==> src/priority_run_queue_manager_core_macros.svh <==
// Assertion helpers shared by the checking code of the run queue core.
`ifndef PRIORITY_RUN_QUEUE_MANAGER_CORE_MACROS_SVH
`define PRIORITY_RUN_QUEUE_MANAGER_CORE_MACROS_SVH

// Same-cycle implication, masked during reset.
`define PRQ_ASSERT_NOW(lbl, clk, rstn, ante, cons) \
    lbl: assert property (@(posedge clk) disable iff (!(rstn)) (ante) |-> (cons)) \
        else $error("run queue check failed");

// Next-cycle implication, masked during reset.
`define PRQ_ASSERT_NEXT(lbl, clk, rstn, ante, cons) \
    lbl: assert property (@(posedge clk) disable iff (!(rstn)) (ante) |=> (cons)) \
        else $error("run queue check failed");

`endif

==> src/prq_pkg.sv <==
`timescale 1ns / 1ps

package prq_pkg;

    localparam int NUM_QUEUES_DEF = 32;
    localparam int NUM_SLOTS_DEF  = 64;

    localparam int CMD_W      = 1;
    localparam int SLOT_IN_W  = 6;
    localparam int PRIO_W     = 7;
    localparam int PRIO_SHIFT = 2;
    localparam int STATUS_W   = 2;
    localparam int MASK_OUT_W = 32;

    localparam logic [CMD_W-1:0] CMD_INSERT = 1'b0;
    localparam logic [CMD_W-1:0] CMD_REMOVE = 1'b1;

    localparam logic [STATUS_W-1:0] ST_OK         = 2'd0;
    localparam logic [STATUS_W-1:0] ST_QUEUED     = 2'd1;
    localparam logic [STATUS_W-1:0] ST_EMPTY      = 2'd2;
    localparam logic [STATUS_W-1:0] ST_NOT_QUEUED = 2'd3;

endpackage

==> src/prq_slot_ram.sv <==
`timescale 1ns / 1ps

module prq_slot_ram #(
    parameter  int DEPTH = 64,
    parameter  int WIDTH = 6,
    localparam int AW    = $clog2(DEPTH)
) (
    input  logic             aclk,
    input  logic             we,
    input  logic [AW-1:0]    waddr,
    input  logic [WIDTH-1:0] wdata,
    input  logic             re,
    input  logic [AW-1:0]    raddr,
    output logic [WIDTH-1:0] rdata
);

    logic [WIDTH-1:0] mem [DEPTH];

    always_ff @(posedge aclk) begin
        if (we) begin
            mem[waddr] <= wdata;
        end
        if (re) begin
            rdata <= mem[raddr];
        end
    end

endmodule

==> src/priority_run_queue_manager_core.sv <==
`timescale 1ns / 1ps
// Multilevel priority run queue manager.
// Request channel (s_valid/s_ready): s_cmd selects insert at the tail of a
// queue or remove of a process slot; s_proc_slot names the slot and
// s_priority_req >> 2 picks one of NUM_QUEUES FIFO queues (saturated).
// Result channel (m_valid/m_ready): m_status (ok, already queued, queue
// empty, not queued) and m_queue_mask, the non-empty summary after the request.
// Flow: an accepted request is held in the stage register while it executes,
// and its result is then registered and presented from the output register.
// Throughput: one request per cycle while m_ready is high; the per-slot link
// RAMs are read at acceptance and the queue head/tail registers and the
// summary mask are updated when the request executes, with a write bypass
// covering the RAM read that overlaps the previous request's update.
// Reset (aresetn low, synchronous): both pipeline stages empty, summary
// mask and queued flags clear. No clearing pass is needed.
// Stall: while m_ready is low the result is held; one further request is
// taken into the stage register, then s_ready drops until the result goes.
module priority_run_queue_manager_core #(
    parameter int NUM_QUEUES = prq_pkg::NUM_QUEUES_DEF,
    parameter int NUM_SLOTS  = prq_pkg::NUM_SLOTS_DEF
) (
    input  logic                          aclk,
    input  logic                          aresetn,
    input  logic                          s_valid,
    output logic                          s_ready,
    input  logic [prq_pkg::CMD_W-1:0]     s_cmd,
    input  logic [prq_pkg::SLOT_IN_W-1:0] s_proc_slot,
    input  logic [prq_pkg::PRIO_W-1:0]    s_priority_req,
    output logic                          m_valid,
    input  logic                          m_ready,
    output logic [prq_pkg::STATUS_W-1:0]  m_status,
    output logic [prq_pkg::MASK_OUT_W-1:0] m_queue_mask
);

    import prq_pkg::*;

`include "priority_run_queue_manager_core_macros.svh"

    localparam int SW        = $clog2(NUM_SLOTS);
    localparam int QW        = $clog2(NUM_QUEUES);
    localparam int MW        = (NUM_QUEUES > MASK_OUT_W) ? NUM_QUEUES : MASK_OUT_W;
    localparam int SLOT_IN_N = 1 << SLOT_IN_W;
    localparam int PQ_W      = PRIO_W - PRIO_SHIFT;

    // input mapping
    logic [SW-1:0]   slot_map [SLOT_IN_N];
    logic [SW-1:0]   in_slot;
    logic [PQ_W-1:0] in_prio_q;
    logic [QW-1:0]   in_q;
    logic            in_take;

    for (genvar i = 0; i < SLOT_IN_N; i++) begin : g_slot_map
        assign slot_map[i] = SW'(i % NUM_SLOTS);
    end

    assign in_slot   = slot_map[s_proc_slot];
    assign in_prio_q = s_priority_req[PRIO_W-1:PRIO_SHIFT];
    assign in_q      = (PRIO_W'(in_prio_q) >= PRIO_W'(NUM_QUEUES)) ?
                       QW'(NUM_QUEUES - 1) : QW'(in_prio_q);

    // pipeline registers
    logic                stg_valid_reg;
    logic [CMD_W-1:0]    stg_cmd_reg;
    logic [SW-1:0]       stg_slot_reg;
    logic [QW-1:0]       stg_q_reg;
    logic                out_valid_reg;
    logic [STATUS_W-1:0] out_status_reg;
    logic [MASK_OUT_W-1:0] out_mask_reg;
    logic                fire;

    assign fire    = stg_valid_reg && (!out_valid_reg || m_ready);
    assign s_ready = !stg_valid_reg || fire;
    assign in_take = s_valid && s_ready;

    // queue state
    logic [NUM_QUEUES-1:0] mask_reg;
    logic [NUM_QUEUES-1:0] mask_next;
    logic [NUM_SLOTS-1:0]  queued_reg;
    logic [SW-1:0]         first_reg [NUM_QUEUES];
    logic [SW-1:0]         last_reg  [NUM_QUEUES];

    // per-slot link RAMs
    logic          nxt_we, prv_we, qix_we;
    logic [SW-1:0] nxt_waddr, nxt_wdata, prv_waddr, prv_wdata, qix_waddr;
    logic [QW-1:0] qix_wdata;
    logic [SW-1:0] nxt_rdata, prv_rdata;
    logic [QW-1:0] qix_rdata;

    prq_slot_ram #(.DEPTH(NUM_SLOTS), .WIDTH(SW)) u_next_ram (
        .aclk(aclk), .we(nxt_we && fire), .waddr(nxt_waddr), .wdata(nxt_wdata),
        .re(in_take), .raddr(in_slot), .rdata(nxt_rdata)
    );

    prq_slot_ram #(.DEPTH(NUM_SLOTS), .WIDTH(SW)) u_prev_ram (
        .aclk(aclk), .we(prv_we && fire), .waddr(prv_waddr), .wdata(prv_wdata),
        .re(in_take), .raddr(in_slot), .rdata(prv_rdata)
    );

    prq_slot_ram #(.DEPTH(NUM_SLOTS), .WIDTH(QW)) u_qidx_ram (
        .aclk(aclk), .we(qix_we && fire), .waddr(qix_waddr), .wdata(qix_wdata),
        .re(in_take), .raddr(in_slot), .rdata(qix_rdata)
    );

    // bypass of the last committed RAM writes
    logic          byp_nxt_vld_reg, byp_prv_vld_reg, byp_qix_vld_reg;
    logic [SW-1:0] byp_nxt_addr_reg, byp_nxt_data_reg;
    logic [SW-1:0] byp_prv_addr_reg, byp_prv_data_reg;
    logic [SW-1:0] byp_qix_addr_reg;
    logic [QW-1:0] byp_qix_data_reg;
    logic [SW-1:0] nxt_s, prv_s;
    logic [QW-1:0] qr;

    assign nxt_s = (byp_nxt_vld_reg && byp_nxt_addr_reg == stg_slot_reg) ?
                   byp_nxt_data_reg : nxt_rdata;
    assign prv_s = (byp_prv_vld_reg && byp_prv_addr_reg == stg_slot_reg) ?
                   byp_prv_data_reg : prv_rdata;
    assign qr    = (byp_qix_vld_reg && byp_qix_addr_reg == stg_slot_reg) ?
                   byp_qix_data_reg : qix_rdata;

    // execute
    logic [STATUS_W-1:0] status_c;
    logic                first_we, last_we, queued_set, queued_clr;
    logic [QW-1:0]       first_waddr, last_waddr;
    logic [SW-1:0]       first_wdata, last_wdata;
    logic                is_head, is_tail;
    logic [MW-1:0]       mask_wide;

    assign is_head = first_reg[qr] == stg_slot_reg;
    assign is_tail = last_reg[qr] == stg_slot_reg;

    always_comb begin
        status_c    = ST_OK;
        mask_next   = mask_reg;
        first_we    = 1'b0;
        first_waddr = stg_q_reg;
        first_wdata = stg_slot_reg;
        last_we     = 1'b0;
        last_waddr  = stg_q_reg;
        last_wdata  = stg_slot_reg;
        nxt_we      = 1'b0;
        nxt_waddr   = last_reg[stg_q_reg];
        nxt_wdata   = stg_slot_reg;
        prv_we      = 1'b0;
        prv_waddr   = stg_slot_reg;
        prv_wdata   = last_reg[stg_q_reg];
        qix_we      = 1'b0;
        qix_waddr   = stg_slot_reg;
        qix_wdata   = stg_q_reg;
        queued_set  = 1'b0;
        queued_clr  = 1'b0;
        if (stg_cmd_reg == CMD_INSERT) begin
            if (queued_reg[stg_slot_reg]) begin
                status_c = ST_QUEUED;
            end else begin
                if (!mask_reg[stg_q_reg]) begin
                    first_we             = 1'b1;
                    mask_next[stg_q_reg] = 1'b1;
                end else begin
                    nxt_we = 1'b1;
                    prv_we = 1'b1;
                end
                last_we    = 1'b1;
                qix_we     = 1'b1;
                queued_set = 1'b1;
            end
        end else begin
            priority if (!mask_reg[stg_q_reg]) begin
                status_c = ST_EMPTY;
            end else if (!queued_reg[stg_slot_reg]) begin
                status_c = ST_NOT_QUEUED;
            end else begin
                queued_clr = 1'b1;
                priority if (is_head && is_tail) begin
                    mask_next[qr] = 1'b0;
                end else if (is_head) begin
                    first_we    = 1'b1;
                    first_waddr = qr;
                    first_wdata = nxt_s;
                end else if (is_tail) begin
                    last_we    = 1'b1;
                    last_waddr = qr;
                    last_wdata = prv_s;
                end else begin
                    nxt_we    = 1'b1;
                    nxt_waddr = prv_s;
                    nxt_wdata = nxt_s;
                    prv_we    = 1'b1;
                    prv_waddr = nxt_s;
                    prv_wdata = prv_s;
                end
            end
        end
    end

    assign mask_wide = MW'(mask_next);

    // control and state registers
    always_ff @(posedge aclk) begin
        if (!aresetn) begin
            stg_valid_reg   <= 1'b0;
            out_valid_reg   <= 1'b0;
            mask_reg        <= '0;
            queued_reg      <= '0;
            byp_nxt_vld_reg <= 1'b0;
            byp_prv_vld_reg <= 1'b0;
            byp_qix_vld_reg <= 1'b0;
        end else begin
            if (s_ready) begin
                stg_valid_reg <= s_valid;
            end
            if (fire) begin
                out_valid_reg <= 1'b1;
            end else if (m_ready) begin
                out_valid_reg <= 1'b0;
            end
            if (fire) begin
                mask_reg <= mask_next;
                if (queued_set) begin
                    queued_reg[stg_slot_reg] <= 1'b1;
                end
                if (queued_clr) begin
                    queued_reg[stg_slot_reg] <= 1'b0;
                end
                if (nxt_we) begin
                    byp_nxt_vld_reg <= 1'b1;
                end
                if (prv_we) begin
                    byp_prv_vld_reg <= 1'b1;
                end
                if (qix_we) begin
                    byp_qix_vld_reg <= 1'b1;
                end
            end
        end
    end

    // payload registers
    always_ff @(posedge aclk) begin
        if (in_take) begin
            stg_cmd_reg  <= s_cmd;
            stg_slot_reg <= in_slot;
            stg_q_reg    <= in_q;
        end
        if (fire) begin
            out_status_reg <= status_c;
            out_mask_reg   <= mask_wide[MASK_OUT_W-1:0];
            if (first_we) begin
                first_reg[first_waddr] <= first_wdata;
            end
            if (last_we) begin
                last_reg[last_waddr] <= last_wdata;
            end
            if (nxt_we) begin
                byp_nxt_addr_reg <= nxt_waddr;
                byp_nxt_data_reg <= nxt_wdata;
            end
            if (prv_we) begin
                byp_prv_addr_reg <= prv_waddr;
                byp_prv_data_reg <= prv_wdata;
            end
            if (qix_we) begin
                byp_qix_addr_reg <= qix_waddr;
                byp_qix_data_reg <= qix_wdata;
            end
        end
    end

    assign m_valid      = out_valid_reg;
    assign m_status     = out_status_reg;
    assign m_queue_mask = out_mask_reg;

    // checks
    `PRQ_ASSERT_NEXT(a_insert_sets_bit, aclk, aresetn,
        fire && stg_cmd_reg == CMD_INSERT && status_c == ST_OK, mask_reg[$past(stg_q_reg)])
    `PRQ_ASSERT_NEXT(a_empty_keeps_mask, aclk, aresetn,
        fire && status_c == ST_EMPTY, $stable(mask_reg))
    `PRQ_ASSERT_NEXT(a_remove_clears_slot, aclk, aresetn,
        fire && stg_cmd_reg == CMD_REMOVE && status_c == ST_OK,
        !queued_reg[$past(stg_slot_reg)])
    `PRQ_ASSERT_NOW(a_stall_only_when_full, aclk, aresetn,
        !s_ready, stg_valid_reg && out_valid_reg && !m_ready)

endmodule
==> config.mk <==
export PLATFORM = sky130hd
export DESIGN_NAME = priority_run_queue_manager_core
export DESIGN_NICKNAME = d
export VERILOG_FILES = /design/src/prq_pkg.sv /design/src/prq_slot_ram.sv /design/src/priority_run_queue_manager_core.sv
export VERILOG_INCLUDE_DIRS = /design/src /design/src/src
export SDC_FILE = /design/constraint.sdc
export NUM_CORES = 2
export LEC_CHECK = 0
export BUFFER_PORTS_ARGS = -buffer_cell sky130_fd_sc_hd__buf_2
export CORE_MARGIN = 2
export CORE_UTILIZATION = 45
export CTS_BUF_LIST = sky130_fd_sc_hd__clkbuf_8
export DETAILED_ROUTE_END_ITERATION = 10
export HOLD_SLACK_MARGIN = 0.1
export SYNTH_ARGS = -nofsm -noshare
export SYNTH_HDL_FRONTEND = slang
export SYNTH_SLANG_ARGS = --single-unit
==> constraint.sdc <==
create_clock -name aclk -period 7.9 [get_ports aclk]
set_input_delay 0.79 -clock aclk [delete_from_list [all_inputs] [get_ports aclk]]
set_output_delay 0.79 -clock aclk [all_outputs]
set_load 0.02 [all_outputs]
# After elaboration in Yosys (flattened, before gate mapping)
# Memories as Yosys holds them, arrays and structs flattened. A register that Yosys moved wholly into a read port is not among the register bits.
# Cells that the tools add are included.
[op_classes] order_cmp=7 n_eq_ne=5 mux=102 bitwise=7 reduce_logical=18
[op_table] operator="64-bit 2-to-1 mux" n=4
[op_table] operator="32-bit 2-to-1 mux" n=6
[op_table] operator="6-bit 2-to-1 mux" n=27
[op_table] operator="5-bit 2-to-1 mux" n=13
[op_table] operator="64-bit AND" n=1
[op_table] operator="64-bit inverter" n=1
[op_table] operator="64-bit OR" n=1
[op_table] operator="1-bit 2-to-1 mux" n=44
[op_table] operator="32-bit AND" n=1
[op_table] operator="32-bit inverter" n=1
[op_table] operator="32-bit OR" n=1
[op_table] operator="6-bit equality test" n=5
[op_table] operator="5-bit by 6-bit < comparator with 1-bit output (second input constant)" n=2
[op_table] operator="1-bit logical AND" n=11
[op_table] operator="1-bit demux with 5-bit select" n=2
[op_table] operator="5-bit by 1-bit greater-or-equal comparator with 1-bit output (second input constant)" n=2
[op_table] operator="7-bit greater-or-equal comparator (second input constant)" n=1
[op_table] operator="6-bit by 7-bit < comparator with 1-bit output (second input constant)" n=1
[op_table] operator="6-bit inverter with 7-bit output" n=1
[op_table] operator="1-bit binary-select mux with 6-bit select" n=1
[op_table] operator="1-bit demux with 6-bit select" n=1
[op_table] operator="6-bit by 1-bit greater-or-equal comparator with 1-bit output (second input constant)" n=1
[op_table] operator="2-bit 2-to-1 mux" n=3
[op_table] operator="1-bit binary-select mux with 5-bit select" n=1
[op_table] operator="other kinds (4)" n=7
[totals] register_bits=169 mem_bits_rw=1472 rom_bits=384 input_bits=18 out_inout_bits=36 wordCells=160 mem_count=6
[memory_table] name="(no name shown)" words=64 word_bits=6 rd=1 rd_ports_with_merged_regs=0 write_ports=0 line="priority_run_queue_manager_core.sv:56" source="assign in_slot = slot_map[s_proc_slot];"
[memory_table] name="u_next_ram.mem" words=64 word_bits=6 rd=1 rd_ports_with_merged_regs=1 write_ports=1 line="prq_slot_ram.sv:17" source="logic [WIDTH-1:0] mem [DEPTH];"
[memory_table] name="u_prev_ram.mem" words=64 word_bits=6 rd=1 rd_ports_with_merged_regs=1 write_ports=1 line="prq_slot_ram.sv:17"
[memory_table] name="u_qidx_ram.mem" words=64 word_bits=5 rd=1 rd_ports_with_merged_regs=1 write_ports=1 line="prq_slot_ram.sv:17"
[memory_table] name="first_reg" words=32 word_bits=6 rd=1 rd_ports_with_merged_regs=0 write_ports=1 line="priority_run_queue_manager_core.sv:79" source="logic [SW-1:0] first_reg [NUM_QUEUES];"
[memory_table] name="last_reg" words=32 word_bits=6 rd=2 rd_ports_with_merged_regs=1 write_ports=1 line="priority_run_queue_manager_core.sv:80" source="logic [SW-1:0] last_reg [NUM_QUEUES];"

# Depth between registers and ports, before layout
# An unclocked memory read counts as a cell.
[depth] word_depth=14 ltp_mapped=22 depth_no_buf=12

# By module
# A second synthesis with hierarchy kept.
[hier_totals] hier_cells=4166 hier_area_um2=70119.8
[modules_own_cells] module="prq_slot_ram (u_next_ram ...)" instances=2 cells_each=720 area_per_inst_um2=15285.9 seq_area_each_um2=11711.2
[modules_own_cells] module="priority_run_queue_manager_core" instances=1 cells_each=2116 area_per_inst_um2=26729.4 seq_area_each_um2=15705.1
[modules_own_cells] module="prq_slot_ram (u_qidx_ram)" instances=1 cells_each=610 area_per_inst_um2=12818.5 seq_area_each_um2=9759.4

# Worst setup path after synthesis
# Ideal clock, no wire load.
[synth_path] path_type="register to register" startpoint="register stg_slot_reg[0], in the netlist qix_waddr[0]" endpoint="register byp_prv_addr_reg[0] (data pin)" setup_time_ns=0.709 arrival_time_ns=6.280 required_time_ns=7.191 path_slack_ns=0.910 stages_incl_launch_ff=21 path_buffers=8 period_less_slack_ns=6.990 path_cell_list="edfxtp_1 buf_6 buf_12 xnor2_4 nand3_2 buf_6 nor2_8 mux2i_4 buf_6 buf_2 a211oi_1 o21ai_0 o2111ai_1 o21a_1 nor4b_2 a311o_1 buf_6 buf_2 nor2_1 buf_2 o21ai_0"
[synth_between] elab_chain_cells=11 word_cells_on_any_way=19 cone_classes="eq/ne: 4; mux: 10; reduce/logical: 3; memory: 2"
[synth_rtl] item="start: declaration" line="priority_run_queue_manager_core.sv:64" source="logic [SW-1:0] stg_slot_reg;"
[synth_rtl] item="start signal: assignment" line="priority_run_queue_manager_core.sv:241" source="stg_slot_reg <= in_slot;"
[synth_rtl] item="6-bit equality test" line="priority_run_queue_manager_core.sv:117" source="assign qr = (byp_qix_vld_reg && byp_qix_addr_reg == stg_slot_reg) ?"
[synth_rtl] item="1-bit logical AND" line="priority_run_queue_manager_core.sv:117"
[synth_rtl] item="5-bit 2-to-1 mux" line="priority_run_queue_manager_core.sv:117"
[synth_rtl] item="memory read 32 x 6 bit"
[synth_rtl] item="6-bit equality test" line="priority_run_queue_manager_core.sv:129" source="assign is_tail = last_reg[qr] == stg_slot_reg;"
[synth_rtl] item="6-bit 2-to-1 mux (5 in a row)"
[synth_rtl] item="6-bit 2-to-1 mux (*)"
[synth_rtl] item="net nxt_wdata[0]" line="priority_run_queue_manager_core.sv:84" source="logic [SW-1:0] nxt_waddr, nxt_wdata, prv_waddr, prv_wdata, qix_waddr;"
[synth_rtl] item="end signal: assignment" line="priority_run_queue_manager_core.sv:258" source="byp_prv_addr_reg <= prv_waddr;"
[synth_rtl] item="end: declaration" line="priority_run_queue_manager_core.sv:107" source="logic [SW-1:0] byp_prv_addr_reg, byp_prv_data_reg;"
# Mark *: on every way through the listed nets, which the timed path passes. The rest lies on a longest branch. The select of a mux whose other input is x is not followed.
# A chain may end at the register's enable or synchronous reset.

# Final worst setup path
[layout_path] startpoint="register stg_slot_reg[1], in the netlist qix_waddr[1]" endpoint="memory u_prev_ram.mem[43][2] (enable)"
[layout_between] elab_chain_cells=14 word_cells_on_any_way=29 cone_classes="eq/ne: 4; mux: 19; reduce/logical: 4; memory: 2"
[layout_rtl] item="6-bit equality test" line="priority_run_queue_manager_core.sv:117"
[layout_rtl] item="1-bit logical AND" line="priority_run_queue_manager_core.sv:117"
[layout_rtl] item="5-bit 2-to-1 mux" line="priority_run_queue_manager_core.sv:117"
[layout_rtl] item="memory read 32 x 6 bit"
[layout_rtl] item="6-bit equality test" line="priority_run_queue_manager_core.sv:129"
[layout_rtl] item="1-bit 2-to-1 mux" line="priority_run_queue_manager_core.sv:179" source="end else if (is_tail) begin"
[layout_rtl] item="1-bit 2-to-1 mux" line="priority_run_queue_manager_core.sv:175" source="end else if (is_head) begin"
[layout_rtl] item="1-bit 2-to-1 mux" line="priority_run_queue_manager_core.sv:173" source="priority if (is_head && is_tail) begin"
[layout_rtl] item="1-bit 2-to-1 mux" line="priority_run_queue_manager_core.sv:169" source="end else if (!queued_reg[stg_slot_reg]) begin"
[layout_rtl] item="1-bit 2-to-1 mux" line="priority_run_queue_manager_core.sv:167" source="priority if (!mask_reg[stg_q_reg]) begin"
[layout_rtl] item="1-bit 2-to-1 mux" line="priority_run_queue_manager_core.sv:151" source="if (stg_cmd_reg == CMD_INSERT) begin"
[layout_rtl] item="1-bit logical AND" line="priority_run_queue_manager_core.sv:95" source=".aclk(aclk), .we(prv_we && fire), .waddr(prv_waddr), .wdata(prv_wdata),"
[layout_rtl] item="1-bit 2-to-1 mux" line="prq_slot_ram.sv:20" source="if (we) begin"
[layout_rtl] item="1-bit 2-to-1 mux (not written as such)" line="prq_slot_ram.sv:21" source="mem[waddr] <= wdata;"
[layout_rtl] item="end: declaration" line="prq_slot_ram.sv:17"
# Several ways; a longest one is shown, not always the timed one. The select of a mux whose other input is x is not followed.

==> results.py <==
metrics = {
    "synth": {
        "ys_seq_area_frac": 0.697,
        "synth-seq-cells": 1663,
        "synth_top_area_frac": 0.667,
        "synth-edff-count": 1558,
        "syn_area_per_cell_um2": 17.7,
        "yosysTopAreaCell": "edfxtp_1",
        "synth_top_flop_cell": "edfxtp_1",
        "ys_warn_count": 0,
        "netlist_area_um2": 70100,
        "synth.distinct_cells": 95,
        "netlist_instances": 3957,
        "synthArstFlopShare": 0,
        "synth.net_count": 3975,
        "synth_area_leaders": "edfxtp_1, mux4_2, dfxtp_1",
    },
    "drt": {
        "drtAntennaViolNets": 0,
        "wl_per_cell_um": 30.6,
        "routed_wl_um": 198000,
        "dr.pass1.iters": 6,
        "vias_per_cell": 6.35,
        "drt_iter0_markers": 5113,
        "num_vias": 41113,
        "drc": 0,
    },
    "timing": {
        "hold_violations": 0,
        "drv_slew": 11,
        "setup_tns_ps": 0,
        "rsz0062_at_grt": "false",
        "fin_crit_ps": 7360,
        "relSlewSlack": -0.0310,
        "finalCritPeriodShare": 0.931,
        "tightest_slew_ps": 1540,
        "setup_viol": 0,
        "finalClockSkew_ps": 117,
        "clock.fmax_mhz": 136,
    },
    "power": {
        "finalPower_w": 0.0186,
        "pwr-share-seq": 0.529,
        "swShare": 0.243,
        "p_leak_nw": 24.9,
        "internal-power_w": 0.0141,
        "vdd_drop_max_mv": 0.160,
        "powerDensity_nw_per_um2": 236,
        "combPwrFrac": 0.083,
        "p_sw_w": 0.00453,
        "power.share.clock": 0.388,
    },
    "floorplan": {
        "die_width_um": 399,
        "die_area_um2": 159000,
        "rows": 144,
        "start_util": 0.454,
        "core-area_um2": 154000,
        "io_pins": 54,
        "dieHeight_um": 399,
    },
    "setup_path": {
        "cp.required_ps": 8500,
        "r2r_end": "u_prev_ram.mem[43][2]",
        "path_cells": "xnor2_1 -> and4_1 -> a21oi_1 -> o211ai_1 -> buf_4 -> a2111oi_0 -> a2111oi_1 -> nand4_1 -> xnor2_1 -> and3_4 -> a311oi_4 -> buf_4 -> nand4_1 -> a22oi_1",
        "cp-start-kind": "register",
        "end_kind": "register",
        "criticalPathCategory": "reg2reg",
        "arrival_ps": 7960,
        "r2r-start": "qix_waddr[1]",
        "cp_max_fo": 26,
        "slowest_delay_ps": 1230,
        "crit_slowest_cell": "o211ai_1",
        "reg2reg_depth": 14,
        "rrSetupSlack_ps": 540,
    },
    "grt": {
        "grt.total_usage": 0.249,
        "antenna_found_initial": 10,
        "overflow": 0,
        "grt_start_max_net_pins": 130,
        "grt_pass1_vias": 40811,
        "grt_pass1_wl_um": 286000,
    },
    "clocking": {
        "insertion_delay_ps": 1020,
        "ctsResizeCount": 0,
        "tritoncts": "built",
        "post_cts_buffers": 0,
        "ctsRootBufferMaster": "clkbuf_8",
        "cts_buffers": 295,
        "clock-sinks": 1663,
        "cts-htree-levels": 5,
        "cts-hold-fix-buffers": 9,
        "clockBufferDepth": 4,
        "path_clk_slew_ps": 60,
    },
    "final_layout": {
        "final_nets": 4249,
        "syn2layout_area_growth_pct": 12.2,
        "largestRegisters": "u_next_ram.mem x384, u_prev_ram.mem x384, u_qidx_ram.mem x320",
        "layout_commonest_cell": "edfxtp_1",
        "mostFrequentLayoutCells": "edfxtp_1, mux4_2, clkbuf_8, nor2_1, nand2_1",
        "drive_above_1_share": 0.260,
    },
    "min_path": {
        "hold_path_end": "mask_reg[26]",
        "hold_depth": 3,
        "worst_hold_startpoint": "aresetn",
        "hold_path.class": "in2reg",
    },
    "place": {
        "place_hpwl_um": 127000,
        "portBuffers": 51,
        "place_congestion": 0.943,
    },
    "status": {
        "failed_checks": "max-capacitance violations, max-slew violations",
        "status": "finished with violations",
    },
    "job": {
        "drv_cap": 1,
    },
}
-- through the flow --
step                       util  instance area (um^2)  instances  hold WS [ps]  setup WS, ps
after floorplan               -                 70100       3957           421           910
after global placement    0.475                 73400       5969           474           948
after detailed placement  0.475                 73400       5969           488           844
after CTS                 0.510                 78700       6476           163           762
after global routing      0.510                 78700       6477           214           395
final                     0.510                 78700       6478           259           543
-- metal layers --
layer / track usage / vias to the layer above / part of all wire
met1: 0.354 / 21325 / 0.41
met3: 0.0567 / 452 / 0.094
met5: 0 / - / 0.00026
met4: 0.0884 / 8 / 0.035
li1: - / 17069 / -
met2: 0.378 / 2259 / 0.46
-- layout make-up --
cell class,count,area (um^2)
Multi-Input combinational cell,2000,20100
Antenna cell,2,5.00
Clock inverter,189,933
Clock buffer,309,4250
Sequential cell,1663,48900
Fill cell,12532,75700
Inverter,30,113
Timing Repair Buffer,241,1790
Tap cell,2044,2560
-- cell families after synthesis --
kind of cell,count (synthesis),share of synthesized area
mux,562,0.161
xor+xnor,24,0.00337
simple gates,792,0.0553
compound gates,622,0.0641
buf+inv,294,0.0186
flops,1663,0.697
-- cells in the mapped netlist, types with 49 or more instances --
master       n
nor2_1     243
a211oi_1    49
nand3_1     49
clkbuf_1   148
buf_1       50
edfxtp_1  1558
o22ai_1     75
mux2i_1     85
dfxtp_1    105
mux4_2     449
nand4_1     59
and3_1      76
a22oi_1     75
nand2_1    218
o21ai_0     61
a21oi_1     82
-- worst max path at each step --
| stage | start | endpoint | slack [ps] | cells after the start |
|---|---|---|---|---|
| global route | qix_waddr[1] | m_queue_mask[5] | 390 | 13 |
| floorplan | qix_waddr[0] | byp_prv_addr_reg[0] | 910 | 20 |
| finish | qix_waddr[1] | u_prev_ram.mem[43][2] | 540 | 14 |
| detailed placement | qix_waddr[1] | u_prev_ram.mem[45][4] | 840 | 14 |
| global placement | qix_waddr[1] | u_prev_ram.mem[43][3] | 950 | 14 |
| CTS | qix_waddr[1] | u_prev_ram.mem[45][0] | 760 | 14 |
-- worst max-delay path: cells and delay by family, from the launching register on --
kind | cells | cell delay [ps]
buffers and inverters | 2 | 690
AOI/OAI and AO/OA | 6 | 3570
xor gates and xnor gates | 2 | 420
DFF | 1 | 400
and+or+nand+nor | 4 | 1860
-- power groups by stage --
stage	Sequential, W	Clock [W]	Combinational, W
after CTS	0.00984	0.00736	0.00152
after detailed placement	0.0100	0	0.00152
final	0.00985	0.00722	0.00154
after global routing	0.00984	0.00772	0.00161
after global placement	0.0100	0	0.00150
after floorplan	0.0100	0	0.000907
(Power assumes the default switching activity.)
